`src/hw/rtl/vmx_pkg.sv`:
```
// ----------------------------------------------------------------------------
// vmx_pkg
// shared types, operation codes and constants of the vm execute unit
// ----------------------------------------------------------------------------
package vmx_pkg;

    localparam int NUM_REGS      = 16;
    localparam int REG_W         = 4;
    localparam int DATA_W        = 32;
    localparam int IMM_W         = 20;
    localparam int MEM_WORDS_DEF = 8192;
    localparam int IN_TDATA_W    = 40;
    localparam int OUT_TDATA_W   = 40;

    localparam logic [REG_W-1:0]  PC_INDEX  = 4'd15;
    localparam logic [REG_W-1:0]  SP_INDEX  = 4'd14;
    localparam logic [DATA_W-1:0] STACK_TOP = 32'h0000_1fff;

    typedef logic [3:0] mode_t;
    localparam mode_t MODE_END  = 4'd0;
    localparam mode_t MODE_NOP  = 4'd1;
    localparam mode_t MODE_PUSH = 4'd2;
    localparam mode_t MODE_POP  = 4'd3;
    localparam mode_t MODE_MOV  = 4'd4;
    localparam mode_t MODE_LDR  = 4'd5;
    localparam mode_t MODE_STR  = 4'd6;
    localparam mode_t MODE_ADD  = 4'd7;
    localparam mode_t MODE_SUB  = 4'd8;
    localparam mode_t MODE_CMP  = 4'd9;
    localparam mode_t MODE_JMP  = 4'd10;
    localparam mode_t MODE_NOT  = 4'd11;
    localparam mode_t MODE_AND  = 4'd12;
    localparam mode_t MODE_OR   = 4'd13;
    localparam mode_t MODE_XOR  = 4'd14;

    typedef logic [1:0] form_t;
    localparam form_t FORM_IMM = 2'd0;
    localparam form_t FORM_REG = 2'd1;
    localparam form_t FORM_LIT = 2'd2;

    typedef logic [1:0] fault_t;
    localparam fault_t FAULT_NONE  = 2'd0;
    localparam fault_t FAULT_STACK = 2'd1;
    localparam fault_t FAULT_ADDR  = 2'd2;

    typedef struct packed {
        logic n;
        logic c;
        logic v;
        logic z;
    } flags_t;

    typedef struct packed {
        logic [DATA_W-1:0] result;
        logic              wr_d;
        flags_t            flags;
    } alu_out_t;

    function automatic logic uses_operand(input mode_t m);
        logic u;
        case (m) inside
            MODE_PUSH, MODE_MOV, MODE_ADD, MODE_SUB, MODE_CMP,
            MODE_JMP, MODE_AND, MODE_OR, MODE_XOR: u = 1'b1;
            default:                               u = 1'b0;
        endcase
        return u;
    endfunction

endpackage

```
`src/hw/rtl/vmx_alu.sv`:
```
// ----------------------------------------------------------------------------
// vmx_alu
// result value, destination write and flag update of one instruction
// ----------------------------------------------------------------------------
module vmx_alu (
    input  vmx_pkg::mode_t             mode,
    input  logic [vmx_pkg::DATA_W-1:0] dv,
    input  logic [vmx_pkg::DATA_W-1:0] op,
    input  logic [vmx_pkg::DATA_W-1:0] mem_data,
    input  logic                       taken,
    input  vmx_pkg::flags_t            flags_in,
    output vmx_pkg::alu_out_t          alu_out
);
    import vmx_pkg::*;

    logic [DATA_W:0]   sum;
    logic [DATA_W-1:0] diff;
    logic [DATA_W-1:0] logic_r;

    always_comb begin
        sum  = {1'b0, dv} + {1'b0, op};
        diff = dv - op;
        case (mode)
            MODE_AND: logic_r = dv & op;
            MODE_OR:  logic_r = dv | op;
            default:  logic_r = dv ^ op;
        endcase

        alu_out.result = '0;
        alu_out.wr_d   = 1'b0;
        alu_out.flags  = flags_in;
        unique case (mode) inside
            MODE_POP, MODE_LDR: begin
                alu_out.result = mem_data;
                alu_out.wr_d   = 1'b1;
            end
            MODE_MOV: begin
                alu_out.result = op;
                alu_out.wr_d   = 1'b1;
            end
            MODE_ADD: begin
                alu_out.result  = sum[DATA_W-1:0];
                alu_out.wr_d    = 1'b1;
                alu_out.flags.n = sum[DATA_W-1];
                alu_out.flags.z = (sum[DATA_W-1:0] == '0);
                alu_out.flags.c = sum[DATA_W];
                alu_out.flags.v = (dv[DATA_W-1] == op[DATA_W-1])
                                  && (sum[DATA_W-1] != dv[DATA_W-1]);
            end
            MODE_SUB, MODE_CMP: begin
                if (mode == MODE_SUB) begin
                    alu_out.result = diff;
                    alu_out.wr_d   = 1'b1;
                end
                alu_out.flags.n = diff[DATA_W-1];
                alu_out.flags.z = (diff == '0);
                alu_out.flags.c = (op > dv);
                alu_out.flags.v = (dv[DATA_W-1] != op[DATA_W-1])
                                  && (op[DATA_W-1] == diff[DATA_W-1]);
            end
            MODE_JMP: begin
                alu_out.result = taken ? op : '0;
            end
            MODE_NOT: begin
                alu_out.result = ~dv;
                alu_out.wr_d   = 1'b1;
            end
            MODE_AND, MODE_OR, MODE_XOR: begin
                alu_out.result  = logic_r;
                alu_out.wr_d    = 1'b1;
                alu_out.flags.n = logic_r[DATA_W-1];
                alu_out.flags.z = (logic_r == '0);
                alu_out.flags.c = 1'b0;
                alu_out.flags.v = 1'b0;
            end
            default: begin
                alu_out.result = '0;
            end
        endcase
    end

endmodule

```
`config.mk`:
```
export PLATFORM = sky130hd
export DESIGN_NAME = vmx_alu
export DESIGN_NICKNAME = d
export VERILOG_FILES = /design/src/hw/rtl/vmx_pkg.sv /design/src/hw/rtl/vmx_alu.sv
export SDC_FILE = /design/constraint.sdc
export NUM_CORES = 1
export LEC_CHECK = 0
export BUFFER_PORTS_ARGS = -buffer_cell sky130_fd_sc_hd__buf_2
export CAP_MARGIN = 20
export CORE_UTILIZATION = 50
export DETAILED_ROUTE_END_ITERATION = 8
export GPL_TIMING_DRIVEN = 0
export PLACE_DENSITY = 0.73
export SYNTH_ARGS = -nofsm -noshare
export SYNTH_HDL_FRONTEND = slang
export SYNTH_SLANG_ARGS = --single-unit
```
`constraint.sdc`:
```
create_clock -name vclk -period 5.17
set_input_delay 0.2585 -clock vclk [all_inputs]
set_output_delay 0.2585 -clock vclk [all_outputs]
set_load 0.01 [all_outputs]
```
==> flow_metrics.tcl <==
set metrics [dict create \
    status "finished, final reports clean" \
    grt_pass1_wl_um 50160 \
    worst_ir_drop_vdd_mv 0.06045 \
    p_per_area_nw_per_um2 132.9 \
    drtIter0Drc 1667 \
    drtPass1Iterations 7 \
    grt-ovfl-total 0 \
    drtAntennaViolNets 0 \
    rsz0062_at_grt "no" \
    synth_area_leaders "ha_1, a21oi_1, nor2_1" \
    hold_viol 0 \
    worstHoldStart "flags_in[2]" \
    critPathRequiredTime_ns 4.91 \
    pin_count 142 \
    grt_max_degree 11 \
    fmax_mhz 221.0 \
    worstMarginPinSlew_ns 1.153 \
    power.total_mw 1.026 \
    fin_crit_ns 4.525 \
    clkbuf_count 0 \
    drc 0 \
    num_vias 9562 \
    die_area_um2 14060 \
    grt_use_total_pct 46.56 \
    synthTopCellsByCount "nor2_1, a21oi_1, ha_1" \
    yosys_warnings 0 \
    ys_types 75 \
    syn_to_final_growth_pct 13.63 \
    avgRoutedWirePerCell_um 24.63 \
    max_cap_viol_count 0 \
    cp.arrival_ns 4.27 \
    die_x_um 118.6 \
    start_util_pct 51.29 \
    critPathCaptureType "output port" \
    synth_area_um2 6793 \
    drive_gt1_share_pct 13.95 \
    synth_top_area_share_pct 18.42 \
    setup_viol 0 \
    post_cts_resized 0 \
    rows 42 \
    grt_antenna_before_repair 0 \
    start_kind "primary input" \
    startpoint "op[0]" \
    via_per_inst 6.929 \
    whs_path_depth 4 \
    post-cts-setup-buffers 0 \
    slew_violations 0 \
    hpwl_um 26090 \
    synth.most_common_cell "nor2_1" \
    multiInputGateArea_um2 6155 \
    drt-total-wl_um 33990 \
    port_buffers 141 \
    coreArea_um2 13240 \
    path_class "primary input to output port" \
    synth_top_cell_by_area "ha_1" \
    finalHoldWorstSlack_ns 0.8388 \
    tns_ns 0 \
    ctsHoldBuffers 0 \
    ys_seq_area_share_pct 0 \
    syn_nets 1270 \
    fillers 1404 \
    syn_avg_cell_area_um2 6.390 \
    grt_pass1_vias 8459 \
    hold_path_class "primary input to output port" \
    seq_area_um2 0 \
    fin_crit_sh_pct 87.53 \
    diodes 0 \
    seq_cell_count 0 \
    holdPathEnd "alu_out[2]" \
    nNetsFinal 1413 \
    crit_fanout 5 \
    p_leak_nw 3.398 \
    die_h_um 118.6 \
    gp_congestion 1.072 \
    slew_headroom_pct 23.15 \
    synth_cells 1063 \
]
power by group:
part / switching (mW) / internal, mW / leakage, nW
Sequential: 0 / 0 / 0
Combinational: 0.679 / 0.347 / 3.40
Clock: 0 / 0 / 0
per-stage QoR:
stage | instance area [um2] | setup slack [ns] | utilization, % | instances
6_report | 7719 | 0.6447 | 58.29 | 1380
3_3_place_gp | 7719 | 0.7491 | 58.29 | 1380
3_5_place_dp | 7719 | 0.8315 | 58.29 | 1380
2_1_floorplan | 6793 | 2.073 | - | 1063
5_1_grt | 7719 | 0.6393 | 58.29 | 1380
4_1_cts | 7719 | 0.8262 | 58.29 | 1380
layout by cell type (no fill, tap or decap), types with 14 or more instances in the layout:
cell type | netlist | layout
buf_2 | 6 | 147
clkbuf_1 | 58 | 58
o21ai_0 | 60 | 60
a221oi_1 | 27 | 27
o22ai_1 | 15 | 15
a31oi_1 | 14 | 14
nor2_1 | 107 | 107
nand4_1 | 25 | 25
a21oi_1 | 106 | 106
o211ai_1 | 19 | 19
o221ai_1 | 26 | 26
o21bai_1 | 14 | 14
inv_1 | 92 | 92
ha_1 | 100 | 100
nor3_1 | 24 | 24
xnor2_1 | 39 | 39
nand2_1 | 76 | 76
a211oi_1 | 41 | 41
nand3_1 | 18 | 18
nor4_1 | 20 | 20
worst max-delay path by stage:
stage                 endpoint  slack (ns)  depth (start not counted)
finish              alu_out[0]        0.64                         15
floorplan           alu_out[0]        2.07                         13
detailed placement  alu_out[0]        0.83                         15
global placement    alu_out[0]        0.75                         15
global route        alu_out[0]        0.64                         15
CTS                 alu_out[0]        0.83                         15
worst max-delay path, stage by stage:
cell,delay [ns]
buf_2,0.12
ha_1,0.21
inv_1,0.07
fa_1,0.43
nand2b_1,0.25
a21oi_1,0.35
o21ai_0,0.27
a2bb2oi_1,0.59
a21boi_1,0.20
xnor2_1,0.39
nand2_1,0.14
nor4_1,0.52
nand4b_1,0.17
nand3_1,0.15
buf_2,0.14
logic make-up after synthesis:
family	count (synthesis)	share of synthesized area (%)
buffers and inverters	168	9.394
AOI/OAI and AO/OA	404	40.62
muxes	8	1.216
adders and majority gates	102	19.01
and+or+nand+nor	335	23.84
xor gates and xnor gates	46	5.931
area by class of cell:
cell class                 instances  area share, %
buffer                            73          3.647
inverter                          95          4.620
tap                              176          2.853
multi-input combinational        895          79.74
timing repair buffer             141          9.142
routing by layer:
metal	vias up	global-route usage, %	part of all wire [%]
met5	-	0	0
met4	0	18.43	5.2
met3	157	12.98	17
met2	876	67.18	39
met1	4297	64.51	39
li1	4232	-	-
Power figures use the tool's default switching activity.
