### src/hw/rtl/vmx_pkg.sv
// ----------------------------------------------------------------------------
// vmx_pkg
// shared types, operation codes and constants of the vm execute unit
// ----------------------------------------------------------------------------
package vmx_pkg;

    localparam int NUM_REGS      = 16;
    localparam int REG_W         = 4;
    localparam int DATA_W        = 32;
    localparam int IMM_W         = 20;
    localparam int MEM_WORDS_DEF = 8192;
    localparam int IN_TDATA_W    = 40;
    localparam int OUT_TDATA_W   = 40;

    localparam logic [REG_W-1:0]  PC_INDEX  = 4'd15;
    localparam logic [REG_W-1:0]  SP_INDEX  = 4'd14;
    localparam logic [DATA_W-1:0] STACK_TOP = 32'h0000_1fff;

    typedef logic [3:0] mode_t;
    localparam mode_t MODE_END  = 4'd0;
    localparam mode_t MODE_NOP  = 4'd1;
    localparam mode_t MODE_PUSH = 4'd2;
    localparam mode_t MODE_POP  = 4'd3;
    localparam mode_t MODE_MOV  = 4'd4;
    localparam mode_t MODE_LDR  = 4'd5;
    localparam mode_t MODE_STR  = 4'd6;
    localparam mode_t MODE_ADD  = 4'd7;
    localparam mode_t MODE_SUB  = 4'd8;
    localparam mode_t MODE_CMP  = 4'd9;
    localparam mode_t MODE_JMP  = 4'd10;
    localparam mode_t MODE_NOT  = 4'd11;
    localparam mode_t MODE_AND  = 4'd12;
    localparam mode_t MODE_OR   = 4'd13;
    localparam mode_t MODE_XOR  = 4'd14;

    typedef logic [1:0] form_t;
    localparam form_t FORM_IMM = 2'd0;
    localparam form_t FORM_REG = 2'd1;
    localparam form_t FORM_LIT = 2'd2;

    typedef logic [1:0] fault_t;
    localparam fault_t FAULT_NONE  = 2'd0;
    localparam fault_t FAULT_STACK = 2'd1;
    localparam fault_t FAULT_ADDR  = 2'd2;

    typedef struct packed {
        logic n;
        logic c;
        logic v;
        logic z;
    } flags_t;

    typedef struct packed {
        logic [DATA_W-1:0] result;
        logic              wr_d;
        flags_t            flags;
    } alu_out_t;

    function automatic logic uses_operand(input mode_t m);
        logic u;
        case (m) inside
            MODE_PUSH, MODE_MOV, MODE_ADD, MODE_SUB, MODE_CMP,
            MODE_JMP, MODE_AND, MODE_OR, MODE_XOR: u = 1'b1;
            default:                               u = 1'b0;
        endcase
        return u;
    endfunction

endpackage

### src/hw/rtl/vmx_ram.sv
// ----------------------------------------------------------------------------
// vmx_ram
// generic single write port ram with one registered read port
// ----------------------------------------------------------------------------
module vmx_ram #(
    parameter int WIDTH = 32,
    parameter int DEPTH = 16
) (
    input  logic                     clk,
    input  logic                     we,
    input  logic [$clog2(DEPTH)-1:0] waddr,
    input  logic [WIDTH-1:0]         wdata,
    input  logic                     re,
    input  logic [$clog2(DEPTH)-1:0] raddr,
    output logic [WIDTH-1:0]         rdata
);

    logic [WIDTH-1:0] mem [DEPTH];
    logic [WIDTH-1:0] rdata_reg;

    always_ff @(posedge clk) begin
        if (we) begin
            mem[waddr] <= wdata;
        end
        if (re) begin
            rdata_reg <= mem[raddr];
        end
    end

    assign rdata = rdata_reg;

endmodule

### src/hw/rtl/vmx_regfile.sv
// ----------------------------------------------------------------------------
// vmx_regfile
// two read port register file built from two ram copies, with reset valid
// bits and a bypass for a write landing on the read edge
// ----------------------------------------------------------------------------
module vmx_regfile (
    input  logic                       clk,
    input  logic                       rstn,
    input  logic                       rd_en,
    input  logic [vmx_pkg::REG_W-1:0]  rd_a_idx,
    input  logic [vmx_pkg::REG_W-1:0]  rd_b_idx,
    input  logic                       wr_en,
    input  logic [vmx_pkg::REG_W-1:0]  wr_idx,
    input  logic [vmx_pkg::DATA_W-1:0] wr_data,
    output logic [vmx_pkg::DATA_W-1:0] rd_a_data,
    output logic [vmx_pkg::DATA_W-1:0] rd_b_data
);
    import vmx_pkg::*;

    logic [NUM_REGS-1:0] valid_reg;
    logic [NUM_REGS-1:0] valid_next;
    logic [DATA_W-1:0]   q_a;
    logic [DATA_W-1:0]   q_b;
    logic                vld_a_reg;
    logic                vld_b_reg;
    logic                byp_a_reg;
    logic                byp_b_reg;
    logic [DATA_W-1:0]   byp_data_reg;

    vmx_ram #(.WIDTH(DATA_W), .DEPTH(NUM_REGS)) u_ram_a (
        .clk   (clk),
        .we    (wr_en),
        .waddr (wr_idx),
        .wdata (wr_data),
        .re    (rd_en),
        .raddr (rd_a_idx),
        .rdata (q_a)
    );

    vmx_ram #(.WIDTH(DATA_W), .DEPTH(NUM_REGS)) u_ram_b (
        .clk   (clk),
        .we    (wr_en),
        .waddr (wr_idx),
        .wdata (wr_data),
        .re    (rd_en),
        .raddr (rd_b_idx),
        .rdata (q_b)
    );

    always_comb begin
        valid_next = valid_reg;
        if (wr_en) begin
            valid_next[wr_idx] = 1'b1;
        end
    end

    always_ff @(posedge clk) begin
        if (!rstn) begin
            valid_reg <= '0;
        end else begin
            valid_reg <= valid_next;
        end
    end

    always_ff @(posedge clk) begin
        if (rd_en) begin
            vld_a_reg    <= valid_reg[rd_a_idx];
            vld_b_reg    <= valid_reg[rd_b_idx];
            byp_a_reg    <= wr_en && (wr_idx == rd_a_idx);
            byp_b_reg    <= wr_en && (wr_idx == rd_b_idx);
            byp_data_reg <= wr_data;
        end
    end

    assign rd_a_data = byp_a_reg ? byp_data_reg : (vld_a_reg ? q_a : '0);
    assign rd_b_data = byp_b_reg ? byp_data_reg : (vld_b_reg ? q_b : '0);

endmodule

### config.mk
export PLATFORM = sky130hd
export DESIGN_NAME = vmx_regfile
export DESIGN_NICKNAME = d
export VERILOG_FILES = /design/src/hw/rtl/vmx_pkg.sv /design/src/hw/rtl/vmx_ram.sv /design/src/hw/rtl/vmx_regfile.sv
export SDC_FILE = /design/constraint.sdc
export NUM_CORES = 1
export LEC_CHECK = 0
export BUFFER_PORTS_ARGS = -buffer_cell sky130_fd_sc_hd__buf_2
export CAP_MARGIN = 20
export CORE_MARGIN = 8
export CORE_UTILIZATION = 35
export DETAILED_ROUTE_END_ITERATION = 8
export GPL_TIMING_DRIVEN = 0
export PLACE_DENSITY = 0.52
export SYNTH_ARGS = -nofsm -noshare
export SYNTH_HDL_FRONTEND = slang
export SYNTH_SLANG_ARGS = --single-unit
### constraint.sdc
create_clock -name clk -period 5.5 [get_ports clk]
set_input_delay 1.375 -clock clk [delete_from_list [all_inputs] [get_ports clk]]
set_output_delay 1.375 -clock clk [all_outputs]
set_load 0.005 [all_outputs]
==> impl_metrics.tcl <==
set metrics [dict create \
    worst_slew_pin_slew_ns 1.06 \
    yosysWarnings 0 \
    die_x_um 296 \
    numCtsBuffers 72 \
    via_count 15100 \
    grt_pass1_wl_um 115000 \
    hold_path_class "reg2reg" \
    io_pins 112 \
    post_drt_wl_per_cell_um 30.9 \
    cts_tree "built" \
    rows 102 \
    synth_seq_cells 628 \
    finalCriticalPeriod_ns 4.57 \
    clock_path_buffers 3 \
    ys_seq_area_share_pct 68.3 \
    die_y_um 296 \
    insertion_delay_ns 0.62 \
    io_buffer_count 104 \
    grt_util_all_layers_pct 18.5 \
    ys.flop_type "edfxtp_1" \
    initial_core_util_pct 35.4 \
    max_flop_register "u_ram_b.mem" \
    htree_levels 3 \
    yosysTopAreaCellShare_pct 67.1 \
    outcome "finished clean" \
    hold_viol_final 0 \
    syn-cell-area_mm2 0.0274 \
    drtIter0Drc 1729 \
    yosys.cell_types.count 23 \
    nNetsFinal 1588 \
    final_area_mm2 0.0322 \
    grt_pass1_vias 16100 \
    setup_viol 0 \
    maxCapViolCount 0 \
    synth_fp_nets 1375 \
    yosys.area.top_type "edfxtp_1" \
    placed_cell_area_mm2 0.0299 \
    p_per_area_mw_per_mm2 341 \
    synth_enable_flop_cells 612 \
    drt_wl_total_um 81500 \
    ctsResizeCount 0 \
    synthArstFlopShare_pct 0 \
    end_kind "output pin" \
    post-route-drc-count 0 \
    fillers 6847 \
    synthCells 1327 \
    fmax_ghz 0.219 \
    cts_root_buf "clkbuf_16" \
    postCtsSetupBuffers 0 \
    clock-sinks 628 \
    grt_antenna_before_repair 1 \
    largest_register_ff_count 480 \
    irDropWorstVdd_uv 204 \
    syn_area_per_cell_um2 20.6 \
    p_leak_nw 10.5 \
    path_class "reg2out" \
    finClkSkew_ns 0.0317 \
    seq_area_mm2 0.0187 \
    hold_slack_ns 0.486 \
    multi_input_area_mm2 0.00824 \
    required_ns 4.12 \
    first_pass_iters 6 \
    synthToLayoutAreaGrowth_pct 17.6 \
    rsz0062_at_grt "false" \
    ant_nets 0 \
    critPathLaunchType "flop" \
    drv_slew 0 \
    die_area_mm2 0.0875 \
    max_slew_margin_pct 29.5 \
    coreArea_mm2 0.0775 \
    cp.arrival_ns 3.19 \
    gr-total-overflow 0 \
    grt_max_degree 53 \
    fin_crit_sh_pct 83.0 \
    critPathMaxFanout 10 \
    ctsHoldBuffers 0 \
    viasPerCell 5.74 \
    synth_area_leaders "edfxtp_1, mux4_2, a22oi_1" \
    dp_hpwl_um 54800 \
    gp_congestion 0.741 \
    clk_pin_slew_worst_paths_ns 0.06 \
    drive_gt1_share_pct 35.7 \
]
==> logic make-up after synthesis <==
kind of cell,share of synthesized area [%]
compound gates,6.08
xor+xnor,0.256
buf+inv,2.06
flops,68.3
mux,21.7
simple gates,1.64
==> power breakdown <==
part	total (mW)	internal, mW	switching, mW
registers	5.47	5.42	0.0541
logic	0.909	0.375	0.534
clock network	4.61	2.71	1.90
total	11.0	8.50	2.49
==> through the flow <==
step	std cells	utilization [%]	setup TNS (ns)	power [mW]	setup slack [ns]
detailed placement	2506	38.6	0	6.49	1.59
global route	2635	41.6	0	11.3	0.830
floorplan	1327	-	0	6.07	0.966
finish	2636	41.6	0	11.0	0.933
global placement	2471	37.7	-362.59	6.45	-2.25
CTS	2635	41.6	0	11.1	0.923
==> cell usage in the layout (no fill, tap or decap), drive strengths merged <==
cell type  instances
mux4             264
nand3b             2
buf              190
inv                2
nor4               2
dfxtp             16
nor3               4
diode              1
nand3              1
xor2               6
xnor2              2
nand2             73
o21ai              2
edfxtp           612
nand2b             2
nor2              14
o21a              16
a22oi            132
or3b               1
a22o              62
nor2b              6
clkbuf           153
clkinv            27
clkinvlp           1
bufinv             3
and2               2
==> layout make-up <==
type                            instances  area share (%)
Multi-Input combinational cell        591            25.6
Clock buffer                           96            6.25
Tap cell                             1040            4.04
Buffer                                108            1.75
Clock inverter                         33           0.777
Antenna cell                            1         0.00777
Sequential cell                       628            58.1
Timing Repair Buffer                  139            3.53
==> cell usage after synthesis (14+ instances only) <==
cell type,n
nand2_1,73
buf_2,30
dfxtp_1,16
a22oi_1,132
nor2_1,14
edfxtp_1,612
a22o_1,62
o21a_1,16
clkbuf_1,57
mux4_2,264
buf_6,16
==> per-layer routing <==
layer | track usage [%] | vias to the layer above | wire (um)
li1 | - | 6227 | -
met1 | 24.8 | 8188 | 34000
met2 | 30.5 | 613 | 39800
met3 | 3.32 | 113 | 5620
met4 | 5.90 | 2 | 2070
met5 | 0 | - | 12
==> path summary, 6_finish.rpt <==
check	slack (ns)	cells past startpoint	startpoint	endpoint
worst max register to register	3.85	3	u_ram_b.mem[2][6]$_DFFE_PP_	u_ram_a.rdata[6]$_DFFE_PP_
worst max-delay path	0.93	5	byp_a_reg$_DFFE_PP_	rd_a_data[21]
worst min register to register	0.49	1	valid_reg[8]$_SDFFE_PN0P_	valid_reg[8]$_SDFFE_PN0P_
worst min-delay path	0.49	1	valid_reg[8]$_SDFFE_PN0P_	valid_reg[8]$_SDFFE_PN0P_
==> worst max-delay path, cell delays in order (launching register included) <==
cell      delay (ns)
edfxtp_1        0.35
clkbuf_1        0.31
nor2b_1         0.58
clkbuf_1        0.84
a22o_1          0.34
buf_2           0.15
No activity file was read; power rests on OpenSTA's default activity.
