==> src/hw/rtl/vmx_ram.sv <==
// ----------------------------------------------------------------------------
// vmx_ram
// generic single write port ram with one registered read port
// ----------------------------------------------------------------------------
module vmx_ram #(
    parameter int WIDTH = 32,
    parameter int DEPTH = 16
) (
    input  logic                     clk,
    input  logic                     we,
    input  logic [$clog2(DEPTH)-1:0] waddr,
    input  logic [WIDTH-1:0]         wdata,
    input  logic                     re,
    input  logic [$clog2(DEPTH)-1:0] raddr,
    output logic [WIDTH-1:0]         rdata
);

    logic [WIDTH-1:0] mem [DEPTH];
    logic [WIDTH-1:0] rdata_reg;

    always_ff @(posedge clk) begin
        if (we) begin
            mem[waddr] <= wdata;
        end
        if (re) begin
            rdata_reg <= mem[raddr];
        end
    end

    assign rdata = rdata_reg;

endmodule

==> config.mk <==
export PLATFORM = sky130hd
export DESIGN_NAME = vmx_ram
export DESIGN_NICKNAME = d
export VERILOG_FILES = /design/src/hw/rtl/vmx_ram.sv
export SDC_FILE = /design/constraint.sdc
export NUM_CORES = 1
export LEC_CHECK = 0
export BUFFER_PORTS_ARGS = -buffer_cell sky130_fd_sc_hd__buf_2
export CAP_MARGIN = 20
export CORE_ASPECT_RATIO = 0.6
export CORE_MARGIN = 10
export CORE_UTILIZATION = 64
export CTS_BUF_LIST = sky130_fd_sc_hd__clkbuf_4
export CTS_CLUSTER_SIZE = 28
export DETAILED_ROUTE_END_ITERATION = 16
export HOLD_SLACK_MARGIN = 0.05
export PLACE_DENSITY = 0.82
export SYNTH_ARGS = -nofsm -noshare
export SYNTH_HDL_FRONTEND = slang
export SYNTH_SLANG_ARGS = --single-unit
==> constraint.sdc <==
create_clock -name clk -period 5.7 [get_ports clk]
set_input_delay 1.14 -clock clk [delete_from_list [all_inputs] [get_ports clk]]
set_output_delay 1.14 -clock clk [all_outputs]
set_load 0.005 [all_outputs]
==> results of run 1 <==
-- cell usage in the layout, fill, tap and decap left out --
cell type	instances
clkinv_2	2
inv_2	1
clkbuf_4	165
buf_4	20
nand2_1	33
edfxtp_1	544
nor2b_4	2
buf_2	72
buf_12	4
clkinv_4	1
nor3_2	4
diode_2	4
nand3b_1	2
clkbuf_8	1
nand3_1	1
clkinv_1	21
nand2b_1	2
or3b_2	1
a22oi_1	64
mux4_2	128
clkinvlp_4	2
buf_16	1
and2_2	1
nor2_4	13
-- final timing paths --
kind / to / slack (ps) / depth (start not counted)
setup / recovery: rdata[5]$_DFFE_PP_ / 2950 / 5
hold / removal: mem[15][11]$_DFFE_PP_ / 690 / 1
setup reg to reg: rdata[29]$_DFFE_PP_ / 4190 / 3
hold reg to reg: rdata[14]$_DFFE_PP_ / 720 / 3
-- layer usage --
metal / part of all wire [%] / vias to the layer above / track usage, %
li1: - / 4021 / -
met1: 40 / 4938 / 30.1
met2: 48 / 555 / 32.6
met3: 10 / 57 / 5.68
met4: 1.8 / 0 / 7.67
met5: 0 / - / 0
-- power groups by stage --
stage,logic (µW),clock network [µW],registers (µW)
after CTS,380,2770,4530
after detailed placement,379,0,4620
after global routing,410,2990,4530
after global placement,367,0,4610
after floorplan,215,0,4610
final,379,2700,4530
-- metrics by stage --
step	area, µm²	total power, µW	utilization (%)	setup slack [ps]
finish	22600	7610	72.6	2950
global placement	21200	4980	68.0	2120
floorplan	20200	4830	-	1380
global route	22600	7930	72.5	2780
CTS	22500	7670	72.4	2950
detailed placement	21200	5000	68.0	2100
-- cell families after synthesis --
kind of cell,share of synthesized area (%)
flip-flops,81.0
multiplexers,14.3
AO/OA/AOI/OAI,2.38
AND/OR/NAND/NOR,1.25
buffers and inverters,1.10
-- area by class of cell --
class	count	area [µm²]	area share, %
multi-input cells	251	3750	16.6
flip-flops and latches	544	16300	72.3
well taps	416	520	2.30
clock buffers	165	1240	5.48
clock inverters	27	116	0.515
diodes	4	10.0	0.0443
repair buffers	98	632	2.80
-- worst max-delay path: cells and delay by family --
kind | cells | cell delay (ps)
AO/OA/AOI/OAI | 1 | 260
buffers and inverters | 2 | 1180
multiplexers | 1 | 570
AND/OR/NAND/NOR | 1 | 80
==> summary.txt, run 1 <==
status - finished, final reports clean
Mapped Area - 20,200 µm²
CP Data Required Time - 6220 ps
vias in the first global route - 10,000
first-pass GRT wire length - 62,500 µm
Layout Cells excl Fill - 1,505
PortBufs - 74
Filler cells - 1,737
min Tclk post-route - 2750 ps
Placer Congestion - 0.734
# hold bufs at CTS - 0
Slew Viols, Final - 0
initial drt markers - 1,080
Initial Util - 64.8%
Pint - 5980 µW
Net Sw Frac - 21.5%
area grow syn2layout - 12.0%
Synth area leader - edfxtp_1
Arr. time, crit path - 3270 ps
post-synth top area share - 81.0%
hold_sp - wdata[11]
Yosys reg bits - 544
Num CTS Buffers - 114
WS Path Type - input port to flop
Post-Syn Nets - 881
Sequential Power Share - 59.5%
TritonCTS clock tree - done
mean routed wirelength per cell - 27.4 µm
final hold vios - 0
WHS - 694 ps
Die Y-Extent - 158 µm
Worst Hold Class - input port to flop
Syn Inst Count - 838
slowest stage cell, crit path - buf_4
fraction of layout cells with a size suffix above 1 - 38.5%
grt ovf - 0
highest clock rate - 364 MHz
critical path peak fanout - 60
Logic pwr share - 5.0%
synth cell count leaders - edfxtp_1 (544), mux4_2 (128), a22oi_1 (64)
Max Cap Viol - 0
Psw - 1630 µW
Final Cycle Share - 48.2%
H-tree levels - 3
Cell Pwr Density - 337 nW/µm²
Die X - 249 µm
initial antenna violation count - 3
num ports - 75
Top FF cell, synth - edfxtp_1
die area - 39,300 µm²
final WL - 41,300 µm
CTS root buffer - clkbuf_4
Post-layout nets - 1,052
top cells by area, synth - edfxtp_1 (81%), mux4_2 (14%), a22oi_1 (2.4%), nand2_1 (0.61%), buf_4 (0.41%)
DRT antenna net count - 0
Post-CTS Resized - 0
RSZ-0062 raised after global routing - no
count leader, synth - edfxtp_1
yosys warns - 0
Sink Count - 544
actual slew at the worst max-slew pin - 1100 ps
Setup Viol. Count Final - 0
CTS clk-pin slew, worst paths - 70 ps
sequential share of the synthesized area - 81.0%
DR DRC count - 0
Worst VDD drop - 0.000209 V
startpoint types - input port
Critical Path Start - raddr[0]
CTS Buffer Depth - 3
worst skew pair latency - 820 ps
setup TNS - 0 ps
GRT Total Usage - 21.5%
syn_area_per_cell - 24.1 µm²
post-route clock skew - 34.7 ps
FP Rows - 50
Critical Path Sink Type - flop
cell chain of the critical path - clkbuf_8 -> buf_4 -> mux4_2 -> a22oi_1 -> nand2_1
Core ar. - 31,200 µm²
clock network power share - 35.5%
vias - 9,571
reg2reg start - mem[14][29]$_DFFE_PP_
number of vias per cell - 6.36
placed cells - 1,307
Async SR Flop Fraction - 0%
Distinct cells, synth - 17
Post-synth EDFFs - 544
max_slew headroom - 26.8%
largest net degree at the start of global routing - 81
First-pass DRT Iterations - 5
Largest register FFs - 512
DP Wirelength - 21,400 µm
Leakage - 0.00733 µW
biggest cell delay along the critical path - 600 ps
postcts setup bufs - 0
Note: power is estimated with default switching activity, not from simulation.
==> run 2: changes to the inputs <==
Settings changed: ABC_AREA set to 1.
Clock period 5.7 ns to 2.76 ns, I/O delays scaled along.
==> run 2 against run 1 <==
Power grew 120%; final area grew 13%; utilization shrank 0.28 points; critical path type is now flop to output pin; highest routed layer unchanged; synthesized cell count grew to 2.5 times the previous value; hold slack lost 570 ps; area after synthesis grew 14%.
==> summary.txt, run 2 <==
status - finished, final reports clean
CTS root buffer - clkbuf_4
vias in the first global route - 15,200 (+52%)
yosys warns - 0 (unchanged)
Max Cap Viol - 0 (unchanged)
clock network power share - 36.4% (+0.9 points)
crit path buf inv count - 1 (-1)
Largest register FFs - 512 (unchanged)
Arr. time, crit path - 1410 ps (-1860 ps)
Post-CTS Resized - 0 (unchanged)
initial drt markers - 2,155 (+100%)
most frequent cells in the layout - nand2_1 (677), edfxtp_1 (544), inv_1 (387)
fraction of layout cells with a size suffix above 1 - 13.9% (-25 points)
max_slew headroom - 34.9% (+8.2 points)
# hold bufs at CTS - 4 (+4)
design area - 25,500 µm² (+13%)
commonest non-fill, non-tap cell in the layout - nand2_1
Final Cycle Share - 71.2%
vias - 15,600 (+63%)
top cells by area, synth - edfxtp_1 (71%), nand2_1 (11%), nand3_1 (8.4%), inv_1 (6.3%), buf_6 (1.4%)
Worst VDD drop - 0.000442 V (+110%)
biggest cell delay along the critical path - 450 ps (-150 ps)
Top FF cell, synth - edfxtp_1
post-synth top area share - 70.9% (-10 points)
WS Path Type - flop to output pin
startpoint types - flop
syn_area_per_cell - 10.9 µm² (-55%)
WHS - 128 ps (-566 ps)
Net Sw Frac - 23.0% (+1.6 points)
postcts setup bufs - 0 (unchanged)
Async SR Flop Fraction - 0% (unchanged)
Pint - 12,600 µW (+110%)
Cell Pwr Density - 643 nW/µm² (+91%)
H-tree levels - 3 (unchanged)
first-pass GRT wire length - 85,200 µm (+36%)
count leader, synth - nand2_1
Leakage - 0.0110 µW (+50%)
CTS Buffer Depth - 3 (unchanged)
post-route clock skew - 20.7 ps (-13.9 ps)
Post-Syn Nets - 2,163 (+150%)
Critical Path Sink Type - output pin
RSZ-0062 raised after global routing - no
DP Wirelength - 28,900 µm (+36%)
final hold vios - 0 (unchanged)
Core ar. - 35,300 µm² (+13%)
Psw - 3780 µW (+130%)
DP Area - 24,000 µm² (+13%)
Sequential Power Share - 57.0% (-2.5 points)
Worst Hold Class - input port to flop
highest clock rate - 509 MHz
Post-synth EDFFs - 544 (unchanged)
TritonCTS clock tree - done
Die X - 265 µm (+6.3%)
sequential share of the synthesized area - 70.9% (-10 points)
die area - 44,300 µm² (+13%)
Distinct cells, synth - 14 (-3)
FP Rows - 53 (+6.0%)
cell chain of the critical path - buf_2
Synth area leader - edfxtp_1
actual slew at the worst max-slew pin - 976 ps (-123 ps)
GRT Total Usage - 24.7% (+3.2 points)
Mapped Area - 23,100 µm² (+14%)
Slew Viols, Final - 0 (unchanged)
PortBufs - 74 (unchanged)
DRT antenna net count - 0 (unchanged)
DR DRC count - 0 (unchanged)
slowest stage cell, crit path - edfxtp_1
CP Data Required Time - 2210 ps (-4010 ps)
CTS clk-pin slew, worst paths - 70 ps (about the same)
Syn Inst Count - 2,120 (+150%)
Initial Util - 65.3% (+0.58 points)
First-pass DRT Iterations - 6 (+1)
initial antenna violation count - 2 (-1)
Yosys reg bits - 544 (unchanged)
grt ovf - 0 (unchanged)
Filler cells - 2,350 (+35%)
total power - 16,400 µW (+120%)
synth cell count leaders - nand2_1 (677), edfxtp_1 (544), inv_1 (388)
critical path peak fanout - 1 (-98%)
setup TNS - 0 ps (unchanged)
Die Y-Extent - 167 µm (+6.0%)
number of vias per cell - 5.56 (-13%)
final WL - 54,700 µm (+32%)
worst skew pair latency - 810 ps (about the same)
area grow syn2layout - 10.6%
num ports - 75 (unchanged)
min Tclk post-route - 1970 ps
Num CTS Buffers - 118 (+3.5%)
mean routed wirelength per cell - 19.5 µm (-29%)
Placer Congestion - 0.825 (+12%)
largest net degree at the start of global routing - 142 (+75%)
Logic pwr share - 6.6% (+1.6 points)
crit-path leading delay family - flip-flops
Sink Count - 544 (unchanged)
Setup Viol. Count Final - 0 (unchanged)
Post-layout nets - 2,304 (+120%)
-- run 2: path summary, 6_finish.rpt --
check / start / to / slack, ps / cells after the start
worst max register to register: mem[7][16]$_DFFE_PP_ / rdata[16]$_DFFE_PP_ / 1570 / 6
worst min register to register: mem[10][8]$_DFFE_PP_ / rdata[8]$_DFFE_PP_ / 740 / 6
worst max-delay path: rdata[19]$_DFFE_PP_ / rdata[19] / 790 / 1
worst min-delay path: wdata[11] / mem[4][11]$_DFFE_PP_ / 130 / 1
-- run 2: cell type report --
class                           count  area (µm²)  area share [%]
Multi-Input combinational cell   1081        4670            18.3
Inverter                          390        1470            5.77
Clock buffer                      179        1340            5.27
Sequential cell                   544       16300            64.1
Antenna cell                        2        5.00          0.0196
Clock inverter                     22         110           0.432
Tap cell                          467         584            2.29
Timing Repair Buffer              126         980            3.84
-- run 2: through the flow --
step | instances | setup WS (ps) | util, %
floorplan | 2120 | 215 | -
global placement | 2604 | 633 | 68.0
detailed placement | 2604 | 580 | 68.0
CTS | 2809 | 697 | 72.3
global route | 2811 | 691 | 72.3
finish | 2811 | 794 | 72.3
-- run 2: metal layers --
metal,global-route usage (%),wire (µm)
met1,34.1,22200
met2,37.9,25100
met3,5.75,6050
met4,8.89,1300
met5,0,0
-- run 2: cells by family after synthesis --
| kind of cell | after synthesis | synth area share [%] |
|---|---|---|
| buf+inv | 495 | 9.41 |
| flops | 544 | 70.9 |
| simple gates | 1081 | 19.7 |
-- run 2: power groups by stage --
stage / Clock [µW] / Combinational [µW] / Sequential (µW)
2_1_floorplan: 0 / 631 / 9530
3_3_place_gp: 0 / 1020 / 9530
3_5_place_dp: 0 / 1060 / 9530
4_1_cts: 6060 / 1070 / 9350
5_1_grt: 6490 / 1180 / 9360
6_report: 5970 / 1070 / 9350
==> run 3: changes to the inputs <==
Clock period 2.76 ns to 2 ns, I/O delays scaled along.
==> run 3 against run 2 <==
Clock power up 43%; non-clock buffer count grew 31; final area up 2.5%; power increased by 40%; critical endpoint is now rdata[16]; highest routed layer unchanged.
==> summary.txt, run 3 (same netlist as run 2, synthesis figures left out) <==
Sequential Area - 16,300 µm² (unchanged)
number of vias per cell - 5.56 (about the same)
DRT antenna net count - 0 (unchanged)
Num CTS Buffers - 117 (-0.85%)
worst skew pair latency - 840 ps (+30 ps)
dpl ws - 192 ps (-388 ps)
slowest stage cell, crit path - edfxtp_1
area grow syn2layout - 13.4%
WS Path Type - flop to output pin
Largest register FFs - 512 (unchanged)
first-pass GRT wire length - 88,200 µm (+3.6%)
postcts setup bufs - 0 (unchanged)
DP Wirelength - 31,100 µm (+7.5%)
Slew Viols, Final - 0 (unchanged)
commonest non-fill, non-tap cell in the layout - nand2_1
First-pass DRT Iterations - 6 (unchanged)
min Tclk post-route - 1860 ps
Arr. time, crit path - 1460 ps (+50 ps)
final hold vios - 0 (unchanged)
Post-CTS Resized - 0 (unchanged)
die area - 44,300 µm² (unchanged)
cell chain of the critical path - buf_2
total power - 23,000 µW (+40%)
Net Sw Frac - 23.3% (+0.28 points)
FP Rows - 53 (unchanged)
grt ovf - 0 (unchanged)
Filler cells - 2,270 (-3.4%)
CP Data Required Time - 1600 ps (-610 ps)
Sink Count - 544 (unchanged)
clock network power share - 37.1% (+0.7 points)
Max Cap Viol - 0 (unchanged)
Setup Viol. Count Final - 0 (unchanged)
startpoint types - flop
DR DRC count - 0 (unchanged)
PortBufs - 74 (unchanged)
vias in the first global route - 16,200 (+6.8%)
largest net degree at the start of global routing - 95 (-33%)
Placer Congestion - 0.815 (-1.2%)
Worst Hold Class - input port to flop
# hold bufs at CTS - 33 (+29)
num ports - 75 (unchanged)
Core ar. - 35,300 µm² (unchanged)
design area - 26,100 µm² (+2.5%)
placed cells - 2,606 (+0.077%)
Leakage - 0.0112 µW (+2.2%)
most frequent cells in the layout - nand2_1 (677), edfxtp_1 (544), inv_1 (387)
Psw - 5370 µW (+42%)
Worst VDD drop - 0.000709 V (+60%)
DP Area - 24,300 µm² (+1.2%)
Critical Path Sink Type - output pin
fraction of layout cells with a size suffix above 1 - 14.0% (+0.11 points)
H-tree levels - 3 (unchanged)
Initial Util - 65.3% (unchanged)
critical path peak fanout - 2 (+1)
Die X - 265 µm (unchanged)
Final Cycle Share - 93.1%
biggest cell delay along the critical path - 470 ps (+20 ps)
worst setup slack after layout - 138 ps (-656 ps)
Die Y-Extent - 167 µm (unchanged)
status - finished, final reports clean
crit-path leading delay family - flip-flops
Cell Pwr Density - 881 nW/µm² (+37%)
post-route clock skew - 45.7 ps (+25.0 ps)
highest clock rate - 537 MHz
Post-layout nets - 2,334 (+1.3%)
max_slew headroom - 66.1% (+31 points)
vias - 15,800 (+1.3%)
Pint - 17,700 µW (+40%)
crit path buf inv count - 1 (unchanged)
mean routed wirelength per cell - 19.8 µm (+1.8%)
TritonCTS clock tree - done
Logic pwr share - 6.9% (+0.3 points)
final WL - 56,400 µm (+3.2%)
area of the multi-input gates - 4670 µm² (unchanged)
initial antenna violation count - 2 (unchanged)
CTS clk-pin slew, worst paths - 80 ps (about the same)
GRT Total Usage - 25.7% (+1.0 points)
WHS - 124 ps (-4.04 ps)
CTS Buffer Depth - 3 (unchanged)
RSZ-0062 raised after global routing - no
Layout Cells excl Fill - 2,850 (+1.4%)
Sequential Power Share - 56.0% (-1.0 points)
initial drt markers - 1,924 (-11%)
CTS root buffer - clkbuf_4
actual slew at the worst max-slew pin - 506 ps (-470 ps)
-- run 3: cell count changes in the layout (fill, tap and decap cells not counted) --
| cell | previous run | this run |
|---|---|---|
| clkinv_1 | 17 | 19 |
| dlygate4sd3_1 | 4 | 33 |
| clkbuf_4 | 179 | 180 |
| clkinv_2 | 1 | 5 |
| bufinv_16 | 1 | 2 |
| buf_12 | 16 | 37 |
| buf_4 | 33 | 14 |
-- run 3: power by group through the flow --
stage,Clock (µW),Sequential [µW],Combinational (µW)
5_1_grt,9240,12900,1750
2_1_floorplan,0,13100,873
4_1_cts,8630,12900,1580
6_report,8530,12900,1590
3_3_place_gp,0,13100,1460
3_5_place_dp,0,13200,1520
-- run 3: final timing paths --
kind | startpoint | endpoint | slack, ps | cells after the start
worst max-delay path | rdata[16]$_DFFE_PP_ | rdata[16] | 140 | 1
worst min-delay path | raddr[3] | rdata[7]$_DFFE_PP_ | 120 | 3
worst max register to register | mem[14][2]$_DFFE_PP_ | rdata[2]$_DFFE_PP_ | 780 | 6
worst min register to register | mem[10][2]$_DFFE_PP_ | rdata[2]$_DFFE_PP_ | 720 | 6
-- run 3: per-stage QoR --
stage | utilization, % | TNS [ps]
after CTS | 74.1 | 0
after floorplan | - | -125550
after detailed placement | 68.8 | 0
final | 74.1 | 0
after global placement | 68.8 | 0
after global routing | 74.1 | 0
-- run 3: routing by layer --
metal | vias up | wire, µm | share of wire [%] | global-route usage (%)
met3 | 150 | 6070 | 11 | 5.91
met2 | 967 | 27000 | 48 | 41.7
met4 | 0 | 1840 | 3.3 | 11.6
met1 | 7443 | 21500 | 38 | 32.7
met5 | - | 0 | 0 | 0
li1 | 7289 | - | - | -
-- run 3: final cells by class --
type,count,share of cell area (%)
Sequential cell,544,62.5
Multi-Input combinational cell,1081,17.9
Timing Repair Buffer,157,5.92
Inverter,390,5.63
Clock buffer,180,5.17
Tap cell,467,2.24
Clock inverter,29,0.642
Antenna cell,2,0.0192
-- run 3: tightest hold or removal path: stages --
cell and delay [ps]:
buf_2 220, nand3_1 140, nand2_1 40
